## config.mk

```make
export PLATFORM = sky130hd
export DESIGN_NAME = scancode_line_buffer_top
export DESIGN_NICKNAME = d
export VERILOG_FILES = /design/src/hw/rtl/scb_pkg.sv /design/src/hw/rtl/scb_keymap.sv /design/src/hw/rtl/scancode_line_buffer_top.sv
export SDC_FILE = /design/constraint.sdc
export NUM_CORES = 2
export LEC_CHECK = 0
export BUFFER_PORTS_ARGS = -buffer_cell sky130_fd_sc_hd__buf_2
export CAP_MARGIN = 15
export CORE_ASPECT_RATIO = 1.75
export CORE_MARGIN = 2
export CORE_UTILIZATION = 55
export CTS_BUF_LIST = sky130_fd_sc_hd__clkbuf_4
export DETAILED_ROUTE_END_ITERATION = 16
export PLACE_DENSITY = 0.73
export REMOVE_ABC_BUFFERS = 1
export SLEW_MARGIN = 20
export SYNTH_ARGS = -nofsm -noshare
export SYNTH_HDL_FRONTEND = slang
export SYNTH_SLANG_ARGS = --single-unit
```

## constraint.sdc

```tcl
create_clock -name i_clk -period 15.6 [get_ports i_clk]
set_clock_uncertainty 0.05 [all_clocks]
set_input_delay 0.78 -clock i_clk [delete_from_list [all_inputs] [get_ports i_clk]]
set_output_delay 0.78 -clock i_clk [all_outputs]
set_load 0.03 [all_outputs]
```

## src/hw/rtl/scb_pkg.sv

```systemverilog
`default_nettype none
package scb_pkg;

    typedef logic [6:0] t_char;

    // Item kinds carried on the input tuser
    typedef enum logic [1:0] {
        MODE_KEY   = 2'd0,
        MODE_READ  = 2'd1,
        MODE_CLEAR = 2'd2
    } t_mode;

    localparam logic [7:0] SC_REL_BIT = 8'h80;
    localparam logic [6:0] SC_CODE_MASK = 7'h7F;
    localparam logic [6:0] SC_LSHIFT = 7'h2A;
    localparam logic [6:0] SC_RSHIFT = 7'h36;
    localparam logic [6:0] SC_CAPS   = 7'h3A;
    localparam logic [6:0] SC_CTRL   = 7'h1D;
    localparam logic [6:0] SC_ALT    = 7'h38;
    localparam logic [6:0] SC_BKSP   = 7'h0E;
    localparam logic [6:0] SC_ENTER  = 7'h1C;
    localparam t_char      CH_NEWLINE = 7'h0A;
    localparam int         MapLen = 59;

    localparam t_char PLAIN_MAP [MapLen] = '{
        7'h00, 7'h00, 7'h31, 7'h32, 7'h33, 7'h34, 7'h35, 7'h36,
        7'h37, 7'h38, 7'h39, 7'h30, 7'h2D, 7'h3D, 7'h00, 7'h00,
        7'h71, 7'h77, 7'h65, 7'h72, 7'h74, 7'h79, 7'h75, 7'h69,
        7'h6F, 7'h70, 7'h5B, 7'h5D, 7'h0A, 7'h00,
        7'h61, 7'h73, 7'h64, 7'h66, 7'h67, 7'h68, 7'h6A, 7'h6B,
        7'h6C, 7'h3B, 7'h27, 7'h60, 7'h00, 7'h5C,
        7'h7A, 7'h78, 7'h63, 7'h76, 7'h62, 7'h6E, 7'h6D, 7'h2C,
        7'h2E, 7'h2F, 7'h00, 7'h2A, 7'h00, 7'h20, 7'h00
    };

    localparam t_char UPPER_MAP [MapLen] = '{
        7'h00, 7'h00, 7'h21, 7'h40, 7'h23, 7'h24, 7'h25, 7'h5E,
        7'h26, 7'h2A, 7'h28, 7'h29, 7'h5F, 7'h2B, 7'h00, 7'h00,
        7'h51, 7'h57, 7'h45, 7'h52, 7'h54, 7'h59, 7'h55, 7'h49,
        7'h4F, 7'h50, 7'h7B, 7'h7D, 7'h0A, 7'h00,
        7'h41, 7'h53, 7'h44, 7'h46, 7'h47, 7'h48, 7'h4A, 7'h4B,
        7'h4C, 7'h3A, 7'h22, 7'h7E, 7'h00, 7'h7C,
        7'h5A, 7'h58, 7'h43, 7'h56, 7'h42, 7'h4E, 7'h4D, 7'h3C,
        7'h3E, 7'h3F, 7'h00, 7'h2A, 7'h00, 7'h20, 7'h00
    };

    // What one scancode does to the line state
    typedef struct packed {
        logic  set_shift;
        logic  clr_shift;
        logic  set_ctrl;
        logic  clr_ctrl;
        logic  set_alt;
        logic  clr_alt;
        logic  tog_caps;
        logic  bksp;
        logic  push;
        t_char ch;
    } t_key_act;

endpackage
`default_nettype wire

```

## src/hw/rtl/scb_keymap.sv

```systemverilog
`default_nettype none
// Scancode decode and table lookup.
module scb_keymap
    import scb_pkg::*;
(
    input  wire logic [7:0] i_scancode,
    input  wire logic       i_upper,
    output t_key_act        o_act
);

    logic [6:0] code;
    logic       in_map;
    t_char      plain_ch;
    t_char      upper_ch;

    assign code     = i_scancode[6:0] & SC_CODE_MASK;
    assign in_map   = (i_scancode < 8'(MapLen));
    assign plain_ch = in_map ? PLAIN_MAP[i_scancode[5:0]] : '0;
    assign upper_ch = in_map ? UPPER_MAP[i_scancode[5:0]] : '0;

    always_comb begin
        o_act = '0;
        if ((i_scancode & SC_REL_BIT) != 8'h00) begin
            // release: only modifiers care
            if (code == SC_LSHIFT || code == SC_RSHIFT) begin
                o_act.clr_shift = 1'b1;
            end else if (code == SC_CTRL) begin
                o_act.clr_ctrl = 1'b1;
            end else if (code == SC_ALT) begin
                o_act.clr_alt = 1'b1;
            end
        end else if (code == SC_LSHIFT || code == SC_RSHIFT) begin
            o_act.set_shift = 1'b1;
        end else if (code == SC_CAPS) begin
            o_act.tog_caps = 1'b1;
        end else if (code == SC_CTRL) begin
            o_act.set_ctrl = 1'b1;
        end else if (code == SC_ALT) begin
            o_act.set_alt = 1'b1;
        end else if (code == SC_BKSP) begin
            o_act.bksp = 1'b1;
        end else if (code == SC_ENTER) begin
            o_act.push = 1'b1;
            o_act.ch   = CH_NEWLINE;
        end else if (plain_ch != '0) begin
            o_act.push = 1'b1;
            o_act.ch   = i_upper ? upper_ch : plain_ch;
        end
    end

endmodule
`default_nettype wire

```

## src/hw/rtl/scancode_line_buffer_top.sv

```systemverilog
`default_nettype none
// Keyboard line buffer: takes set-1 scancodes, read requests and clear
// requests on the slave stream and returns one result per item on the
// master stream. Key presses are translated to ASCII (shift or caps lock
// selects the shifted table) and appended to a ring of BUFFER_DEPTH entries
// that holds up to BUFFER_DEPTH-1 characters; keys are dropped when it is
// full. Backspace drops the newest character, a read pops the oldest (0 when
// empty), a clear empties the ring but keeps the modifier flags. Mode 3 is
// ignored. One item is taken per cycle unless a result waits on a stalled
// master; each result appears the cycle after its transfer (registered read).
// The ring needs no clearing pass after reset: only written entries are read.
// While a result waits on a stalled master, the next item is held off.
module scancode_line_buffer_top
    import scb_pkg::*;
#(
    parameter int BUFFER_DEPTH = 256
) (
    input  wire logic        i_clk,
    input  wire logic        i_rst_n,

    input  wire logic        s_axis_tvalid,
    output logic             s_axis_tready,
    input  wire logic [7:0]  s_axis_tdata,   // [7:0] scancode
    input  wire logic [1:0]  s_axis_tuser,   // [1:0] mode

    output logic             m_axis_tvalid,
    input  wire logic        m_axis_tready,
    // [6:0] read_char, [14:7] buffered_count, [15] shift_held,
    // [16] caps_on, [17] ctrl_held, [18] alt_held, [23:19] zero
    output logic [23:0]      m_axis_tdata
);

    localparam int PW = (BUFFER_DEPTH > 1) ? $clog2(BUFFER_DEPTH) : 1;
    localparam logic [PW:0]   DepthW = (PW + 1)'(BUFFER_DEPTH);
    localparam logic [PW-1:0] FullCount = PW'(BUFFER_DEPTH - 1);

    // ring state
    logic [PW-1:0] r_oldest, n_oldest;
    logic [PW-1:0] r_count,  n_count;
    logic          r_shift,  n_shift;
    logic          r_caps,   n_caps;
    logic          r_ctrl,   n_ctrl;
    logic          r_alt,    n_alt;

    // result stage
    logic          r_out_valid;
    logic          r_out_pop, n_out_pop;

    // character memory, registered read
    t_char         r_mem [BUFFER_DEPTH];
    t_char         r_rd_data;

    logic          accept;
    t_mode         mode;
    t_key_act      act;
    logic          wr_en;
    logic          rd_en;
    logic [PW:0]   tail_sum;
    logic [PW-1:0] tail_pos;
    logic [PW:0]   next_sum;
    logic [PW-1:0] next_oldest;
    logic [PW+7:0] count_ext;

    // stage advances when empty or when its result is taken
    assign s_axis_tready = !r_out_valid || m_axis_tready;
    assign accept        = s_axis_tvalid && s_axis_tready;
    assign mode          = t_mode'(s_axis_tuser);

    scb_keymap u_keymap (
        .i_scancode (s_axis_tdata),
        .i_upper    (r_shift || r_caps),
        .o_act      (act)
    );

    // (oldest + count) mod depth; sum stays below twice the depth
    assign tail_sum = {1'b0, r_oldest} + {1'b0, r_count};
    assign tail_pos = (tail_sum >= DepthW) ? PW'(tail_sum - DepthW) : tail_sum[PW-1:0];
    assign next_sum = {1'b0, r_oldest} + (PW + 1)'(1);
    assign next_oldest = (next_sum >= DepthW) ? PW'(next_sum - DepthW) : next_sum[PW-1:0];

    always_comb begin
        n_oldest  = r_oldest;
        n_count   = r_count;
        n_shift   = r_shift;
        n_caps    = r_caps;
        n_ctrl    = r_ctrl;
        n_alt     = r_alt;
        n_out_pop = 1'b0;
        wr_en     = 1'b0;
        rd_en     = 1'b0;
        if (accept) begin
            case (mode)
                MODE_KEY: begin
                    if (act.set_shift) n_shift = 1'b1;
                    if (act.clr_shift) n_shift = 1'b0;
                    if (act.set_ctrl)  n_ctrl  = 1'b1;
                    if (act.clr_ctrl)  n_ctrl  = 1'b0;
                    if (act.set_alt)   n_alt   = 1'b1;
                    if (act.clr_alt)   n_alt   = 1'b0;
                    if (act.tog_caps)  n_caps  = !r_caps;
                    if (act.bksp && r_count != '0) begin
                        n_count = r_count - PW'(1);
                    end
                    if (act.push && r_count != FullCount) begin
                        wr_en   = 1'b1;
                        n_count = r_count + PW'(1);
                    end
                end
                MODE_READ: begin
                    if (r_count != '0) begin
                        rd_en     = 1'b1;
                        n_out_pop = 1'b1;
                        n_oldest  = next_oldest;
                        n_count   = r_count - PW'(1);
                    end
                end
                MODE_CLEAR: begin
                    n_oldest = '0;
                    n_count  = '0;
                end
                default: begin
                    // unused mode: state unchanged
                end
            endcase
        end
    end

    always_ff @(posedge i_clk) begin
        if (!i_rst_n) begin
            r_oldest    <= '0;
            r_count     <= '0;
            r_shift     <= 1'b0;
            r_caps      <= 1'b0;
            r_ctrl      <= 1'b0;
            r_alt       <= 1'b0;
            r_out_valid <= 1'b0;
            r_out_pop   <= 1'b0;
        end else begin
            r_oldest <= n_oldest;
            r_count  <= n_count;
            r_shift  <= n_shift;
            r_caps   <= n_caps;
            r_ctrl   <= n_ctrl;
            r_alt    <= n_alt;
            if (accept) begin
                r_out_valid <= 1'b1;
                r_out_pop   <= n_out_pop;
            end else if (m_axis_tready) begin
                r_out_valid <= 1'b0;
            end
        end
    end

    // write at the tail, read the head; a read never targets the entry
    // written in the same transfer (a pop needs a nonzero count)
    always_ff @(posedge i_clk) begin
        if (wr_en) begin
            r_mem[tail_pos] <= act.ch;
        end
        if (rd_en) begin
            r_rd_data <= r_mem[r_oldest];
        end
    end

    // state registers only move on a transfer, so they double as the
    // result's held fields while the master stalls
    assign count_ext     = {8'h00, r_count};
    assign m_axis_tvalid = r_out_valid;
    assign m_axis_tdata  = {5'b0_0000, r_alt, r_ctrl, r_caps, r_shift,
                            count_ext[7:0], (r_out_pop ? r_rd_data : t_char'(0))};

endmodule
`default_nettype wire

```

==> out/results.tsv <==
metric	value	unit
Worst-Margin Slew	1.23	ns
cts bufs inserted	386	
# IOs	40	
synthesized instance count	3353	
leftover overflow at the end of global routing	0	
Clock Sink Count	1821	
post-CTS clock slew at the launch and capture registers of the worst setup and hold paths	0.08	ns
Final Critical Period	5.70	ns
worst skew pair latency	1.32	ns
detailed-routing iteration count for the pre-antenna-repair pass	5	
Die Y-Extent	485	µm
kind of end point of the critical path	flop	
number of global-route vias before repair	37543	
Final Core Density	0.605	
asr flop ratio synth	0	
CP max stage delay	0.85	ns
share of post-route cells with drive strength above 1	0.327	
Layout area overhead	9.26	%
root buffer cell	sky130_fd_sc_hd__clkbuf_4	
Max H-tree Level	5	
post-route cell area	79500	µm²
number of input and output port buffers inserted	34	
Global Route Usage Sum	0.250	
largest net degree at the start of global routing	257	
maximum resistive drop on vdd	0.0000745	V
post-detailed-route via-to-cell ratio	6.35	
worst setup margin	9.90	ns
setup repair after global routing missed its margin	no	
mean area per synthesized cell	21.7	µm²
final setup violation count	0	
max-slew headroom at the worst pin	0.180	
number of synthesized flops with an enable pin	1799	
top cell type by total area after synthesis	sky130_fd_sc_hd__edfxtp_1	
Netlist Area Pre-Place	72800	µm²
global-route wire length before repair	244	mm
initial antenna violation count	5	
initial cell density of the core	0.553	
number of synthesized register bits	1821	
Clock Path Buffers	4	
library cells used by synthesis	72	
final total negative setup slack	0	ns
Setup CP Type	reg2reg	
total number of placement rows	176	
pre-CTS setup slack	8.80	ns
Detailed Route Iter0 Violations	3514	
maximum clock frequency	176	MHz
HPWL Detailed	100	mm
post-synth top area share	0.743	
DRC	0	
top cells by area, synth	sky130_fd_sc_hd__edfxtp_1 (74%), sky130_fd_sc_hd__mux4_2 (18%), sky130_fd_sc_hd__nor2_1 (1.6%)	
total power divided by cell area	116	nW/µm²
Worst Hold Margin	0.157	ns
period utilization	0.365	
cell area after placement	74800	µm²
WP data required	16.53	ns
layout filler cell count	9054	
critical-path cell list	buf_4, buf_4, buf_4, mux4_2, mux4_2, mux4_2, a22oi_1, nand2_1	
largest fanout on the critical path	49	
TritonCTS clock tree	yes	
static leakage	25.2	nW
outcome	finished clean	
total of warnings raised by yosys	0	
part of the Yosys area used for sequential elements	0.749	
weighted congestion at the end of routability-driven global placement	0.905	
Die ar.	135000	µm²
via count	35575	
Post-DRT Antenna Nets	0	
crit path launch type	flop	
WP data arrival	6.63	ns
WL final	166	mm
hold crit path type	in2reg	
Layout Nets	3687	
Routed wire per std cell	29.7	µm
number of endpoints with negative hold slack in the final report	0	
area of the core	131000	µm²
cell with the largest stage delay on the worst path	sky130_fd_sc_hd__buf_4	
Main synth FF type	sky130_fd_sc_hd__edfxtp_1	
number of maximum-capacitance constraint violations	0	
die boundary width	279	µm
number of pins exceeding their max-slew limit in the final report	0	
## registers in the layout, summed over array words and instances, names as in the netlist
name	count
r_ctrl	1
m_axis_tvalid	1
r_oldest	8
r_caps	1
r_count	8
r_out_pop	1
r_rd_data	7
r_shift	1
r_mem	1792
r_alt	1
## kinds of logic after synthesis
logic type	Yosys count	synth area share
simple gates	509	0.0329
xor+xnor	24	0.00289
buf+inv	228	0.0134
mux	595	0.183
other cells	1	0.0000515
fa+ha+maj	28	0.00492
compound gates	147	0.0139
flops	1821	0.749
## Yosys cell counts, drive strengths merged, types with 7 or more instances
cell type,number
a211oi,10
a21oi,42
a22oi,15
and2,13
buf,94
clkbuf,108
dfxtp,22
edfxtp,1799
ha,27
inv,24
mux4,590
nand2,42
nand2b,11
nand3,34
nand4,23
nor2,314
nor2b,14
nor3,24
o211ai,7
o21ai,16
xnor2,13
xor2,11
## worst max-delay path: cells and delay by family, from the launching register on
family                 cells  cell delay [ns]
and+or+nand+nor            1             0.09
DFF                        1             0.61
AOI/OAI and AO/OA          1             0.24
muxes                      3             1.80
buffers and inverters      3             2.50
## path summary, 6_finish.rpt
kind | start | endpoint | slack, ns | cells past startpoint
worst min-delay path | m_axis_tready | r_out_pop | 0.16 | 5
worst min register to register | r_alt | r_alt | 0.45 | 2
worst max register to register | r_oldest[0] | r_rd_data[3] | 9.90 | 8
worst max-delay path | r_oldest[0] | r_rd_data[3] | 9.90 | 8
## power by group
| part | total, mW | switching (mW) | internal [mW] |
|---|---|---|---|
| registers | 5.38 | 0.0155 | 5.36 |
| logic | 0.534 | 0.325 | 0.209 |
| clock network | 3.34 | 1.73 | 1.61 |
| total | 9.25 | 2.07 | 7.18 |
## metal layers
metal	vias to the layer above	share of wire	GRT usage
met5	-	0	0
met2	1665	0.54	0.447
met1	18692	0.34	0.289
li1	14889	-	-
met3	329	0.067	0.0468
met4	0	0.049	0.120
## final cells by class
type | count | area [µm²] | area share
Sequential cell | 1821 | 54500 | 0.685
Multi-Input combinational cell | 1308 | 17400 | 0.219
Clock buffer | 531 | 3990 | 0.0501
Tap cell | 1691 | 2120 | 0.0266
Timing Repair Buffer | 102 | 863 | 0.0109
Clock inverter | 120 | 533 | 0.00671
Inverter | 26 | 97.6 | 0.00123
Antenna cell | 7 | 17.5 | 0.000220
## cell usage in the layout (no fill, tap or decap), drive strengths merged, types with 15 or more instances in the layout
cell type	instances
o21ai	16
edfxtp	1799
ha	27
inv	26
nand2	42
mux4	590
clkinv	117
nor3	24
buf	97
a22oi	15
dfxtp	22
nor2	314
a21oi	42
clkbuf	531
nand3	34
nand4	23
## through the flow
step	cells	power [mW]
2_1_floorplan	3155	6.08
3_3_place_gp	4933	6.01
3_5_place_dp	4938	6.02
4_1_cts	5594	9.32
5_1_grt	5605	9.56
6_report	5606	9.25
## what timing repair did
item                      in CTS  in global routing
hold buffers                   5                  0
hold endpoints to repair      15                  0
gates resized for setup        0                  0
buffers inserted               0                  0
Power figures use the tool's default switching activity.
